==> config.mk <==
export PLATFORM = sky130hd
export DESIGN_NAME = queue_from_two_stacks
export DESIGN_NICKNAME = d
export VERILOG_FILES = /design/src/hdl/qts_pkg.sv /design/src/hdl/qts_stack_ram.sv /design/src/hdl/queue_from_two_stacks.sv
export SDC_FILE = /design/constraint.sdc
export NUM_CORES = 1
export LEC_CHECK = 0
export BUFFER_PORTS_ARGS = -buffer_cell sky130_fd_sc_hd__buf_4
export CAP_MARGIN = 20
export CORE_MARGIN = 8
export CORE_UTILIZATION = 60
export DETAILED_ROUTE_END_ITERATION = 10
export PLACE_DENSITY_LB_ADDON = 0.12
export SLEW_MARGIN = 20
export SYNTH_ARGS = -nofsm -noshare
export SYNTH_HDL_FRONTEND = slang
export SYNTH_HIERARCHICAL = 1
export SYNTH_SLANG_ARGS = --single-unit
==> constraint.sdc <==
create_clock -name clk -period 10.3 [get_ports clk]
set_input_delay 1.545 -clock clk [delete_from_list [all_inputs] [get_ports clk]]
set_output_delay 1.545 -clock clk [all_outputs]
set_load 0.01 [all_outputs]
==> src/hdl/qts_pkg.sv <==
// shared types and constants for the two-stack queue
`default_nettype none
package qts_pkg;

	localparam int STACK_DEPTH_DEF = 16;
	localparam int DATA_W          = 32;

	localparam logic MODE_ENQ = 1'b0;
	localparam logic MODE_DEQ = 1'b1;

	typedef enum logic [1:0] {
		ST_OK        = 2'd0,
		ST_OVERFLOW  = 2'd1,
		ST_UNDERFLOW = 2'd2
	} status_t;

	typedef enum logic [1:0] {
		S_IDLE,
		S_POP,
		S_MOVE
	} state_t;

	typedef struct packed {
		logic                     mode;
		logic signed [DATA_W-1:0] value;
	} req_t;

	typedef struct packed {
		status_t                  status;
		logic signed [DATA_W-1:0] item_out;
	} rsp_t;

endpackage
`default_nettype wire

==> src/hdl/qts_stack_ram.sv <==
// stack storage: one write port, one registered read port
`default_nettype none
module qts_stack_ram #(
	parameter int DEPTH = qts_pkg::STACK_DEPTH_DEF,
	parameter int WIDTH = qts_pkg::DATA_W,
	localparam int AW   = (DEPTH > 1) ? $clog2(DEPTH) : 1
) (
	input  wire logic             clk,
	input  wire logic             we,
	input  wire logic [AW-1:0]    waddr,
	input  wire logic [WIDTH-1:0] wdata,
	input  wire logic [AW-1:0]    raddr,
	output logic      [WIDTH-1:0] rdata
);

	logic [WIDTH-1:0] mem [DEPTH];

	always_ff @(posedge clk) begin
		if (we) begin
			mem[waddr] <= wdata;
		end
	end

	always_ff @(posedge clk) begin
		rdata <= mem[raddr];
	end

endmodule
`default_nettype wire

==> src/hdl/queue_from_two_stacks.sv <==
// fifo queue built from an inbound and an outbound stack memory
// enqueue, overflow and underflow: result register loaded by the transfer, valid in the next cycle
// dequeue with outbound stack filled: item passes the outbound ram read register, then the result register
// dequeue with outbound stack empty: inbound items walk to the outbound stack, one item moved per cycle
// a new request is taken only in idle and only while the result slot is free or being read
// reset clears both counts and the handshake state; stack memories are not cleared
`default_nettype none
module queue_from_two_stacks #(
	parameter int STACK_DEPTH = qts_pkg::STACK_DEPTH_DEF
) (
	input  wire logic         clk,
	input  wire logic         arst_n,
	input  wire logic         req_valid,
	output logic              req_ready,
	input  wire qts_pkg::req_t req,
	output logic              rsp_valid,
	input  wire logic         rsp_ready,
	output qts_pkg::rsp_t     rsp
);

	localparam int AW = (STACK_DEPTH > 1) ? $clog2(STACK_DEPTH) : 1;
	localparam int CW = $clog2(STACK_DEPTH + 1);
	localparam int DW = qts_pkg::DATA_W;

	qts_pkg::state_t state_q, state_d;

	logic [CW-1:0] in_cnt_q, in_cnt_d, out_cnt_q, out_cnt_d;
	logic [CW-1:0] in_cnt_dec, out_cnt_dec;
	logic          mv_s1, mv_d;
	logic          out_valid_q;
	qts_pkg::rsp_t rsp_q, rsp_d;
	logic          rsp_load;

	logic          in_we, out_we;
	logic [AW-1:0] in_waddr, in_raddr, out_waddr, out_raddr;
	logic [DW-1:0] in_rdata, out_rdata;
	logic          accept;

	assign in_cnt_dec  = in_cnt_q - CW'(1);
	assign out_cnt_dec = out_cnt_q - CW'(1);

	assign req_ready = (state_q == qts_pkg::S_IDLE) && (!out_valid_q || rsp_ready);
	assign accept    = req_valid && req_ready;
	assign rsp_valid = out_valid_q;
	assign rsp       = rsp_q;

	qts_stack_ram #(.DEPTH(STACK_DEPTH), .WIDTH(DW)) u_inbound (
		.clk   (clk),
		.we    (in_we),
		.waddr (in_waddr),
		.wdata (req.value),
		.raddr (in_raddr),
		.rdata (in_rdata)
	);

	qts_stack_ram #(.DEPTH(STACK_DEPTH), .WIDTH(DW)) u_outbound (
		.clk   (clk),
		.we    (out_we),
		.waddr (out_waddr),
		.wdata (in_rdata),
		.raddr (out_raddr),
		.rdata (out_rdata)
	);

	always_comb begin
		state_d   = state_q;
		in_cnt_d  = in_cnt_q;
		out_cnt_d = out_cnt_q;
		mv_d      = 1'b0;
		in_we     = 1'b0;
		out_we    = 1'b0;
		in_waddr  = in_cnt_q[AW-1:0];
		in_raddr  = in_cnt_dec[AW-1:0];
		out_waddr = out_cnt_q[AW-1:0];
		out_raddr = out_cnt_dec[AW-1:0];
		rsp_load  = 1'b0;
		rsp_d.status   = qts_pkg::ST_OK;
		rsp_d.item_out = '0;
		case (state_q)
			qts_pkg::S_IDLE: begin
				if (accept) begin
					if (req.mode == qts_pkg::MODE_ENQ) begin
						rsp_load = 1'b1;
						if (in_cnt_q == CW'(STACK_DEPTH)) begin
							rsp_d.status = qts_pkg::ST_OVERFLOW;
						end else begin
							in_we    = 1'b1;
							in_cnt_d = in_cnt_q + CW'(1);
						end
					end else if (out_cnt_q != '0) begin
						out_cnt_d = out_cnt_dec;
						state_d   = qts_pkg::S_POP;
					end else if (in_cnt_q != '0) begin
						in_cnt_d = in_cnt_dec;
						mv_d     = 1'b1;
						state_d  = qts_pkg::S_MOVE;
					end else begin
						rsp_load     = 1'b1;
						rsp_d.status = qts_pkg::ST_UNDERFLOW;
					end
				end
			end
			qts_pkg::S_POP: begin
				rsp_load       = 1'b1;
				rsp_d.item_out = $signed(out_rdata);
				state_d        = qts_pkg::S_IDLE;
			end
			qts_pkg::S_MOVE: begin
				if (in_cnt_q != '0) begin
					in_cnt_d = in_cnt_dec;
					mv_d     = 1'b1;
				end
				if (mv_s1) begin
					if (in_cnt_q == '0) begin
						rsp_load       = 1'b1;
						rsp_d.item_out = $signed(in_rdata);
						state_d        = qts_pkg::S_IDLE;
					end else begin
						out_we    = 1'b1;
						out_cnt_d = out_cnt_q + CW'(1);
					end
				end
			end
			default: begin
				state_d = qts_pkg::S_IDLE;
			end
		endcase
	end

	always_ff @(posedge clk or negedge arst_n) begin
		if (!arst_n) begin
			state_q <= qts_pkg::S_IDLE;
		end else begin
			state_q <= state_d;
		end
	end

	always_ff @(posedge clk or negedge arst_n) begin
		if (!arst_n) begin
			in_cnt_q    <= '0;
			out_cnt_q   <= '0;
			mv_s1       <= 1'b0;
			out_valid_q <= 1'b0;
		end else begin
			in_cnt_q  <= in_cnt_d;
			out_cnt_q <= out_cnt_d;
			mv_s1     <= mv_d;
			if (rsp_load) begin
				out_valid_q <= 1'b1;
			end else if (rsp_ready) begin
				out_valid_q <= 1'b0;
			end
		end
	end

	always_ff @(posedge clk) begin
		if (rsp_load) begin
			rsp_q <= rsp_d;
		end
	end

endmodule
`default_nettype wire

# After elaboration in Yosys (flattened, before gate mapping)
# Memories as Yosys holds them, arrays and structs flattened. A register that Yosys moved wholly into a read port is not among the register bits.
# Cells that the tools add are included.
# totals
ff_bits	48
mem_bits_rw	1024
in_bits	37
output_inout_bits	36
wordCells	90
n_memories	2
# classes
n_addsub	4
n_eq_ne	12
muxes	51
reduce_logical	14
# mem_list
memory	words	word_bits	read_ports	rd_clocked_by_memory_dff	wr	line	source
u_inbound.mem	16	32	1	1	1	qts_stack_ram.sv:16	logic [WIDTH-1:0] mem [DEPTH];
u_outbound.mem	16	32	1	1	1	qts_stack_ram.sv:16	
# ops
cell	n
$mux W32	2
$pmux W32 S2	1
$mux W5	10
$mux W1	24
$pmux W5 S2	2
$mux W2	9
$add A5 B1 Y5 const B	2
$ne A2 B2 Y1 const B	5
$reduce_bool A5 Y1	2
$sub A5 B1 Y5 const B	2
$ne A3 B3 Y1 const B	2
$reduce_and A6 Y1	1
$eq A5 B5 Y1 const B	1
$logic_not A5 Y1	1
$reduce_and A5 Y1	1
$pmux W2 S2	1
$reduce_and A4 Y1	1
$reduce_bool A2 Y1	2
$ne A3 B1 Y1 const B	1
$pmux W1 S3	1
$eq A2 B1 Y1 const B	1
$eq A2 B2 Y1 const B	1
$logic_and A1 B1 Y1	2
$logic_not A2 Y1	1
other kinds (5)	5

# Logic depth before layout (Yosys ltp)
# logic_depth
depth_word	8
mapped_depth	8
depth_no_buf	7

# Modules after synthesis
# Netlist, hierarchy kept.
# by_module_without_submodules
module	instances	cells_each	area_each_um2
qts_stack_ram	2	838	19835.3
queue_from_two_stacks	1	239	2627.5

# Least setup slack after synthesis
# Ideal clock, no wire load.
# synth_timing
path_kind	in2reg
start	input rsp_ready
end	memory u_inbound/mem[0][0] (netlist bit) (enable)
arrival_ns	4.989
path_slack_ns	4.850
path_stages	6
n_path_buf	0
path_cell_list	nand2b_1 and2_1 nand2_1 nor3_1 or3b_2 nor3_1
# synth_via
elab_chain_len	7
# synth_rtl
item	line	source
start, declared	queue_from_two_stacks.sv:17	input wire logic rsp_ready,
$logic_or A1 B1 Y1	queue_from_two_stacks.sv:42	assign req_ready = (state_q == qts_pkg::S_IDLE) && (!out_valid_q || rsp_ready);
$logic_and A1 B1 Y1	queue_from_two_stacks.sv:42	
via req_ready	queue_from_two_stacks.sv:14	output logic req_ready,
$logic_and A1 B1 Y1	queue_from_two_stacks.sv:43	assign accept = req_valid && req_ready;
$mux W1	queue_from_two_stacks.sv:81	if (accept) begin
$mux W1	queue_from_two_stacks.sv:79	case (state_q)
via in_we	queue_from_two_stacks.sv:34	logic in_we, out_we;
$mux W1	qts_stack_ram.sv:19	if (we) begin
$mux W1 (implied by the code)	qts_stack_ram.sv:20	mem[waddr] <= wdata;
end, declared	qts_stack_ram.sv:16	
# The timed path passes the listed nets, and every way through them passes these cells.

# Final worst setup path
# layout_timing
start	register in_cnt_q[0]
end	memory u_inbound/mem[8][13] (netlist bit) (enable)
# layout_via
elab_chain_len	7
# layout_rtl
item	line	source
start, declared	queue_from_two_stacks.sv:27	logic [CW-1:0] in_cnt_q, in_cnt_d, out_cnt_q, out_cnt_d;
start signal, assigned	queue_from_two_stacks.sv:145	in_cnt_q <= in_cnt_d;
$eq A5 B5 Y1	queue_from_two_stacks.sv:84	if (in_cnt_q == CW'(STACK_DEPTH)) begin
$mux W1	queue_from_two_stacks.sv:84	
$mux W1	queue_from_two_stacks.sv:82	if (req.mode == qts_pkg::MODE_ENQ) begin
$mux W1	queue_from_two_stacks.sv:81	
$mux W1	queue_from_two_stacks.sv:79	
via in_we	queue_from_two_stacks.sv:34	
$mux W1	qts_stack_ram.sv:19	
$mux W1 (implied by the code)	qts_stack_ram.sv:20	
# The timed path passes the listed nets, and every way through them passes these cells.

==> results.cfg <==
[cells_and_area]
drive_gt1_share_pct = 27.3
multi_input_area_mm2 = 0.00865
area_growth_pct = 13.1
finalInstanceArea_mm2 = 0.0478
fin_cells = 3080
nFillCells = 4420
nNetsFinal = 2089
regArea_mm2 = 0.0334
final_util_pct = 68.4

[critical_path]
r2r_start = in_cnt_q[0]$_DFFE_PN0P_
reg2reg_depth = 7
end_kind = flop
cp_data_arrival_time_ps = 4760
start_kind = flop
r2r-end = u_inbound/mem[8][13]$_DFFE_PP_
crit_path_max_fanout = 90
r2r_slack_ps = 5860
crit_required_ps = 10620
path_class = reg -> reg

[clocking]
cts_sinks = 1136
clock_tree.root_cell = clkbuf_16
htree_levels = 3
post_cts_resized = 0
clockBufferDepth = 3
cts_hold_buf = 0
cts_buffers = 109
clock_latency_ps = 670
cts_setup_buffers = 0
clk_pin_slew_ps = 60
cts_tree = yes

[yosys]
avgSynthCellArea_um2 = 22.1
synth_top_family_by_area = multiplexers
synth_async_sr_flop_share_pct = 1.23
yosysWarnings = 6
synth-edff-count = 1058
synthCells = 1915
synthesis.area_mm2 = 0.0423
syn-num-nets = 1961
synthAdderAreaFrac_pct = 0.266
ys_seq_area_share_pct = 79.0
synth_compound_area_share_pct = 3.27
synth-simple-area-share_pct = 2.35
muxShareOfSynthArea_pct = 13.7
synth-xor-area-share_pct = 0.207
yosys_most_used_dff = edfxtp_1
ys_types = 49
ys_ff_latch = 1136

[timing]
setup_viol = 0
max_freq_mhz = 225
fin_worst_skew_ps = 16.4
setup_tns_ps = 0
tightest_slew_ps = 1170
rsz0062_at_grt = false
final.min_clock_period_ps = 4440
post-route-period-util_pct = 43.1
relSlewSlack_pct = 21.5
final-hold-violation-count = 0
drv_slew = 0

[die]
ios = 73
initial_core_util_pct = 60.5
fp-row-count = 97
core_area_mm2 = 0.0699
die_x_um = 282
die-area_mm2 = 0.0792
die_h_um = 282

[place]
dp_cells = 2871
place_hpwl_um = 46300
gp_congestion = 0.752
place_area_mm2 = 0.0443
io_buffers = 72

[power_and_ir_drop]
power.leakage_nw = 15.3
finalPower_mw = 14.1
cellPowerDensity_mw_per_mm2 = 296
vdd.ir_drop.worst_mv = 0.328

[min_path]
min_path_cells = 1
min_to = out_cnt_q[4]$_DFFE_PN0P_
hp-start = out_cnt_q[4]$_DFFE_PN0P_
holdCritPathClass = reg -> reg

[global_routing]
grt_pass1_wl_um = 131000
grt_overflow_total = 0
grt_pass1_vias = 20600
antenna_found_initial = 1
grt.total_usage_pct = 22.3
grt_max_degree = 91

[detailed_routing]
firstDrtPassIters = 5
drtIter0Drc = 1851
totalWireLength_um = 86700
via_count = 19500
wire_per_inst_um = 28.1
ant_nets = 0
drc_errors = 0
via_per_inst = 6.33

[flow_run]
maxCapViolations = 0

[run_status]
status = finished clean
-- layout make-up --
cell class	instances	area share, %
flip-flops and latches	1136	69.8
diodes	1	0.00523
clock buffers	148	6.27
multi-input cells	667	18.1
clock inverters	59	1.15
repair buffers	120	2.08
well taps	940	2.46
inverters	9	0.112
-- how the worst max path moves through the flow --
stage / start / endpoint / slack [ps] / cells after the start
floorplan: rsp_ready / u_inbound/mem[0][0]$_DFFE_PP_ / 4850 / 6
global placement: rsp_ready / u_inbound/mem[8][19]$_DFFE_PP_ / 5690 / 8
detailed placement: rsp_ready / u_inbound/mem[8][19]$_DFFE_PP_ / 5640 / 8
CTS: in_cnt_q[0]$_DFFE_PN0P_ / u_inbound/mem[8][10]$_DFFE_PP_ / 5770 / 7
global route: in_cnt_q[0]$_DFFE_PN0P_ / u_inbound/mem[8][10]$_DFFE_PP_ / 5480 / 7
finish: in_cnt_q[0]$_DFFE_PN0P_ / u_inbound/mem[8][13]$_DFFE_PP_ / 5860 / 7
-- report_power, final --
part           internal, mW  leakage (nW)  total (mW)  switching, mW
registers              5.68          10.3        6.13          0.443
clock network          2.29          1.74        3.92           1.63
logic                  1.82          3.24        4.10           2.28
-- synth_stat cells (8+ instances only) --
library cell	instances	area share (%)
nor2_1	36	0.32
clkbuf_1	45	0.40
nor2b_1	38	0.56
mux4_2	256	14
nand2_1	75	0.67
o21ai_0	9	0.11
dfxtp_1	64	3.0
a22oi_1	160	2.8
a21oi_1	8	0.095
edfxtp_1	1058	75
nor3_1	15	0.18
buf_1	20	0.18
ha_1	9	0.27
dfrtp_1	14	0.83
buf_4	18	0.32
xor2_1	8	0.17
inv_1	9	0.080
buf_2	18	0.21
-- state kept, by name, indices dropped and copies added, names as in the netlist, 2 cells and up --
signal            count
u_inbound/mem       512
u_outbound/mem      512
u_outbound/rdata     32
out_cnt_q             5
rsp                  34
state_q               2
u_inbound/rdata      32
in_cnt_q              5
-- cells in the final DEF (no fill, tap or decap), drive strengths merged, types with 10 or more instances in the layout --
master,Yosys,routed
edfxtp,1058,1058
mux4,256,256
a22oi,160,160
clkbuf,46,148
buf,57,120
nand2,75,75
dfxtp,64,64
clkinv,0,44
nor2b,38,38
nor2,36,36
nor3,15,15
dfrtp,14,14
inv,9,12
bufinv,0,10
-- metrics by stage --
step,hold WS (ps),worst slack (ps)
floorplan,444,4850
global placement,457,5690
detailed placement,468,5640
CTS,479,5770
global route,513,5480
finish,474,5860
-- kinds of logic (layout without fill, tap and decap cells) --
group / after synthesis / in the layout
adder cells (fa/ha/maj): 9 / 9
multiplexers: 258 / 258
other: 0 / 1
XOR/XNOR: 10 / 10
buffers and inverters: 112 / 336
AND/OR/NAND/NOR: 202 / 202
flip-flops: 1136 / 1136
AO/OA/AOI/OAI: 188 / 188
-- per-layer routing --
| metal | part of all wire, % | wire [µm] | global-route usage [%] | vias up |
|---|---|---|---|---|
| li1 | - | - | - | 8280 |
| met1 | 41 | 35900 | 31.1 | 10500 |
| met2 | 50 | 43700 | 37.2 | 603 |
| met3 | 5.9 | 5110 | 3.82 | 138 |
| met4 | 2.2 | 1940 | 5.61 | 0 |
| met5 | 0 | 0 | 0 | - |
-- critical path: stages, from the launching register on --
cell and delay, ps:
dfrtp_1 700, inv_8 410, ha_1 450, and4bb_2 290, nor3_1 410, nand3b_1 390, nor3_2 900, buf_4 500
(Power assumes the default switching activity.)
